[config.mk]
export PLATFORM = sky130hd
export DESIGN_NAME = kmp_store
export DESIGN_NICKNAME = d
export VERILOG_FILES = /design/src/design/kmp_pkg.sv /design/src/design/kmp_store.sv
export SDC_FILE = /design/constraint.sdc
export NUM_CORES = 2
export LEC_CHECK = 0
export ABC_CLOCK_PERIOD_IN_PS = 3200
export BUFFER_PORTS_ARGS = -buffer_cell sky130_fd_sc_hd__buf_4
export CAP_MARGIN = 20
export CORE_MARGIN = 5
export CORE_UTILIZATION = 45
export DETAILED_ROUTE_END_ITERATION = 6
export SLEW_MARGIN = 20
export SYNTH_ARGS = -nofsm -noshare
export SYNTH_HDL_FRONTEND = slang
export SYNTH_SLANG_ARGS = --single-unit
[constraint.sdc]
create_clock -name clk -period 3.2 [get_ports clk]
set_clock_uncertainty 0.1 [all_clocks]
set_input_delay 0.64 -clock clk [delete_from_list [all_inputs] [get_ports clk]]
set_output_delay 0.64 -clock clk [all_outputs]
set_load 0.02 [all_outputs]
[src/design/kmp_pkg.sv]
// shared types, codes and defaults for the kmp pattern matcher
package kmp_pkg;

  localparam int MAX_PATTERN_DEF   = 256;
  localparam int POSITION_BITS_DEF = 32;

  localparam logic [1:0] OP_CLEAR   = 2'd0;
  localparam logic [1:0] OP_APPEND  = 2'd1;
  localparam logic [1:0] OP_SCAN    = 2'd2;
  localparam logic [1:0] OP_RESTART = 2'd3;

  localparam logic [1:0] ST_OK    = 2'd0;
  localparam logic [1:0] ST_FULL  = 2'd1;
  localparam logic [1:0] ST_EMPTY = 2'd2;

  typedef enum logic [1:0] {
    S_IDLE = 2'b01,
    S_WALK = 2'b10
  } kmp_state_t;

endpackage

[src/design/kmp_store.sv]
// pattern byte and border value memories with registered reads
module kmp_store
  import kmp_pkg::*;
#(
  parameter int MAX_PATTERN = MAX_PATTERN_DEF,
  localparam int IW = $clog2(MAX_PATTERN)
) (
  input  logic          clk,
  input  logic          wr_en,
  input  logic [IW-1:0] wr_addr,
  input  logic [7:0]    wr_pat,
  input  logic [IW-1:0] wr_brd,
  input  logic [IW-1:0] pat_raddr,
  input  logic [IW-1:0] brd_raddr,
  output logic [7:0]    pat_q,
  output logic [IW-1:0] brd_q
);

  logic [7:0]    pat_mem [MAX_PATTERN];
  logic [IW-1:0] brd_mem [MAX_PATTERN];

  always_ff @(posedge clk) begin
    if (wr_en) begin
      pat_mem[wr_addr] <= wr_pat;
      brd_mem[wr_addr] <= wr_brd;
    end
    pat_q <= pat_mem[pat_raddr];
    brd_q <= brd_mem[brd_raddr];
  end

endmodule

# Yosys cells after proc, flatten, opt, wreduce, memory -nomap -nowiden
# Memory sizes are Yosys's and may differ from the RTL's. A register that Yosys moved wholly into a read port is not among the register bits.
# Cells that the tools add are included.
op_classes:
  muxes: 2
op_table:
  columns: ["operator", "count"]
  rows:
  - ["1-bit two-way mux", 2]
word_totals:
  register_bits: 0
  ramBits: 4096
  input_bits: 42
  output_inout_bits: 16
  elab_cells: 4
  mem_count: 2
mem_list:
  columns: ["name", "depth", "word_bits", "rd", "rd_ports_with_merged_regs", "wr", "line", "text"]
  rows:
  - ["brd_mem", 256, 8, 1, 1, 1, "kmp_store.sv:20", "logic [IW-1:0] brd_mem [MAX_PATTERN];"]
  - ["pat_mem", 256, 8, 1, 1, 1, "kmp_store.sv:19", "logic [7:0] pat_mem [MAX_PATTERN];"]

# Longest topological paths before layout
logic_depth:
  ltp_word: 2
  ltp_mapped: 12
  depth_no_buf: 7

# Worst setup path before layout
# Ideal clock, no wire load.
synth_timing:
  kind: "input to register"
  from: "input brd_raddr[0]"
  to: "register brd_q[7] (read register of brd_mem)"
  setup_ps: 124
  t_arrival_ps: 2468
  required_ps: 2976
  slack_ps: 508
  path_stages: 9
  n_path_buf: 4
  cell_sequence: "buf_6 -> buf_4 -> buf_2 -> buf_4 -> mux4_2 -> a22oi_1 -> a21oi_1 -> nor4_1 -> nor3_1"
synth_rtl:
  columns: ["item", "line", "text"]
  rows:
  - ["start, declared", "kmp_store.sv:14", "input logic [IW-1:0] brd_raddr,"]
  - ["end, declared", "kmp_store.sv:16", "output logic [IW-1:0] brd_q"]

==> qor.yml <==
routing:
  wire_per_inst_um: 34.06
  drt-initial-drc-count: 11492
  finalWirelength_mm: 455.0
  detailedRoute.firstPassIterationCount: 5
  post_drt_via_cell_ratio: 6.136
  vias: 81984
  ant_nets: 0
  drt_drc_violations_left: 0
die:
  start_util_pct: 45.11
  die_wd_um: 601.4
  core_area_um2: 348900
  floorplan.rows: 217
  fp.dieH_um: 601.4
  die-area_um2: 361700
  design.portCount: 58
synthesis:
  synth_edf_count: 4096
  avgSynthCellArea_um2: 21.85
  synth_top_family_by_area: "multiplexers"
  async_reset_ff_share_pct: 0
  post_synth_instance_area_um2: 157400
  yosys_register_bits: 4112
  synth_fa_ha_area_share_pct: 0
  synthesis.nets: 7245
  post_synth_mux_area_share_pct: 14.44
  synth_simple_gate_area_share_pct: 1.880
  share_of_the_synthesized_area_in_compound_gates_ao_oa_aoi_oai_pct: 3.698
  synth_warnings: 0
  ys_types: 65
  yosys.area_share.xor_xnor_pct: 0
  synth-main-ff-cell: "edfxtp_1"
  synth_seq_area_share_pct: 78.36
  synthesis.instances: 7203
sta:
  hold_viol: 0
  tightest_slew_ns: 1.064
  setup_viol: 0
  peak_freq_mhz: 321.1
  finalCriticalPeriod_ns: 3.115
  max-slew-margin-rel_pct: 29.10
  rsz0062_at_grt: "false"
  drv_slew: 0
  fin_crit_sh_pct: 97.33
  postLayoutSetupSlackWorst_ns: 0.08540
placed_design:
  io_buffer_count: 57
  finalWeightedCongestion: 0.8705
  dpl_worst_slack_ns: -1.214
  place_area_um2: 173600
  detailedPlacementHpwl_mm: 293.0
final_layout:
  post_route_cells_drive_above_1_share_pct: 31.31
  post_layout_utilization_of_the_core_pct: 53.47
  syn2layout_area_growth_pct: 18.53
  postLayoutCellArea_um2: 186500
  fin_nets: 8460
global_routing:
  met1_track_demand_over_resource_pct: 34.83
  grt_antenna_before_repair: 36
  vias_in_the_first_global_route: 82180
  grt_remaining_overflow: 0
  wire_length_of_the_first_global_routing_pass_mm: 638.6
  grtUsageTotal_pct: 24.81
  met3_usage_pct: 5.072
  grt-busiest-layer: "met2"
  grt_max_degree: 125
  gr_util_met2_pct: 38.79
critical_path:
  timing.critical_path.max_delay_family: "simple AND/OR/NAND/NOR gates"
  crit_buf_inv: 2
  timing.critical_path.to_type: "flop"
  ordered_cell_list_for_the_critical_path: "mux4_2 -> a22o_1 -> a2111oi_0 -> buf_4 -> a211oi_1 -> buf_4 -> nor4_1 -> nor3_1"
  critical_path_required_ns: 3.89
  slowest_stage_cell_on_the_critical_path: "nor4_1"
  cpMostUsedCell: "buf_4"
  arrival_ns: 3.80
  crit_path_max_fanout: 1
  critical_path_class: "reg -> reg"
  startpoint_type: "flop"
  worst_path_largest_cell_delay_ns: 0.86
pwr:
  share_clk_of_total_power_pct: 41.3
  power.share.switching_pct: 21.82
  total_power_w: 0.1128
  power.share.combinational_pct: 5.9
  p_switching_w: 0.02461
  seq_power_share_pct: 52.8
  pwr_density_cell_nw_per_um2: 604.6
  power_report.internal_total_w: 0.08817
  power.static_leakage_nw: 60.02
  power.ir.vdd_worst_mv: 0.4695
run:
  max_cap_viol_count: 0
clocking:
  htree_num_levels: 5
  clock_sink_count: 4112
  bufs_on_longest_clock_path: 4
  tritoncts: "done"
  worstSkewPairLatency_ns: 0.97
  clk_transition_reported_paths_ns: 0.06
  tritoncts.num_buffers: 411
  cts-root-buf: "clkbuf_16"
status:
  outcome: "completed"
hold_path:
  timing.hold.worst.class: "in -> reg"
==> cell usage after synthesis (11+ instances only) <==
| library cell | n | area [um^2] |
|---|---|---|
| o21ai_1 | 11 | 55.05 |
| a22oi_1 | 296 | 2222 |
| mux4_2 | 866 | 19500 |
| o22ai_1 | 70 | 437.9 |
| a21oi_1 | 172 | 860.8 |
| buf_12 | 16 | 320.3 |
| nand3_1 | 37 | 185.2 |
| buf_2 | 107 | 535.5 |
| nor3_1 | 34 | 170.2 |
| o221ai_1 | 72 | 630.6 |
| nand2_1 | 123 | 461.7 |
| clkbuf_1 | 166 | 623.1 |
| nor2_1 | 338 | 1269 |
| a221oi_1 | 43 | 376.6 |
| buf_1 | 15 | 56.30 |
| buf_8 | 13 | 195.2 |
| nand2b_1 | 24 | 150.1 |
| buf_6 | 31 | 349.1 |
| a211oi_1 | 29 | 217.7 |
| a31oi_1 | 14 | 87.58 |
| nor4_1 | 36 | 225.2 |
| mux2i_1 | 298 | 2983 |
| edfxtp_1 | 4096 | 123000 |
| o21ai_0 | 37 | 185.2 |
| nor2b_1 | 30 | 187.7 |
| mux2_2 | 17 | 191.4 |
| dfxtp_1 | 16 | 320.3 |
| a22o_1 | 27 | 236.5 |
| nand4_1 | 11 | 68.82 |
| buf_4 | 60 | 450.4 |
==> state kept, by name, summed over array words and instances, names as in the netlist <==
signal / flops
brd_mem: 2048
pat_mem: 2048
brd_q: 8
pat_q: 8
==> cells by family (layout without fill, tap and decap cells) <==
group,Yosys count,in the layout
AO/OA/AOI/OAI,828,828
flip-flops,4112,4112
other,0,9
AND/OR/NAND/NOR,666,666
multiplexers,1183,1183
buffers and inverters,414,1964
==> final timing paths <==
check / end / cells after the start / slack [ns] / start
setup / recovery: brd_q[6]$_DFF_P_ / 8 / 0.09 / brd_mem[34][6]$_DFFE_PP_
hold / removal: pat_mem[247][7]$_DFFE_PP_ / 1 / 0.05 / wr_pat[7]
setup reg to reg: brd_q[6]$_DFF_P_ / 8 / 0.09 / brd_mem[34][6]$_DFFE_PP_
hold reg to reg: brd_q[0]$_DFF_P_ / 5 / 0.92 / brd_mem[109][0]$_DFFE_PP_
==> metal layers <==
| layer | vias to the layer above | share of wire, % | wire length (um) |
|---|---|---|---|
| met1 | 43963 | 39 | 177900 |
| met5 | - | 0.016 | 74 |
| met2 | 4238 | 47 | 214100 |
| met4 | 12 | 4.2 | 19340 |
| li1 | 33076 | - | - |
| met3 | 695 | 9.6 | 43600 |
==> power by group through the flow <==
stage               Clock [W]  Sequential (W)  Combinational (W)
finish                 0.0466          0.0595            0.00667
global route           0.0496          0.0595            0.00693
CTS                    0.0472          0.0595            0.00666
detailed placement          0          0.0607            0.00664
global placement            0          0.0607            0.00655
floorplan                   0          0.0606            0.00277
==> cells in the final DEF, fill, tap and decap left out, types with 9 or more instances in the layout <==
master      count
o221ai_1       72
buf_4         911
clkbuf_16     415
edfxtp_1     4096
a22o_1         27
clkinv_1      104
clkinv_2       72
o21ai_0        37
buf_8          20
bufinv_16      29
nor2_2         37
clkinvlp_4     12
a31oi_1        14
o221a_2        10
nand4_1        11
nor2_4         11
nand2_1       118
mux2i_1       298
nor2_1        291
a21oi_1       172
mux4_2        866
diode_2         9
o22ai_1        70
nor4_1         29
buf_12        275
nor3_1         30
dfxtp_1        16
a221oi_1       43
clkbuf_1       88
nor2b_1        26
nand2b_1       23
nand3_1        33
a211oi_1       29
o211ai_1       10
o21ai_1        10
a22oi_1       296
mux2_2         17
==> worst register-to-register path: stages, from the launching register on <==
cell and delay, ns:
edfxtp_1 0.37, mux4_2 0.47, a22o_1 0.25, a2111oi_0 0.38, buf_4 0.18, a211oi_1 0.05, buf_4 0.16, nor4_1 0.87
nor3_1 0.13
==> through the flow <==
step	hold WS [ns]	instances	TNS, ns
finish	0.05493	13361	0
global route	0.02503	13354	0
CTS	0.006716	13352	0
detailed placement	0.9117	12601	-10.34
global placement	0.9030	12598	-12.98
floorplan	0.5932	7203	0
==> layout make-up <==
| type | instances | area [um^2] |
|---|---|---|
| diodes | 9 | 22.52 |
| fillers | 26470 | 162300 |
| multi-input cells | 2677 | 31840 |
| repair buffers | 1210 | 12680 |
| clock buffers | 505 | 10740 |
| clock inverters | 243 | 2162 |
| inverters | 6 | 22.52 |
| flip-flops and latches | 4112 | 123300 |
| well taps | 4599 | 5754 |
==> repair_timing <==
action	in CTS	in global routing
buffers inserted	0	0
resized for setup	1	1
endpoints found under the hold margin	97	0
pin swaps	0	0
hold buffers	3	0
endpoints found under the setup margin	1	1
Note: power is estimated with default switching activity, not from simulation.
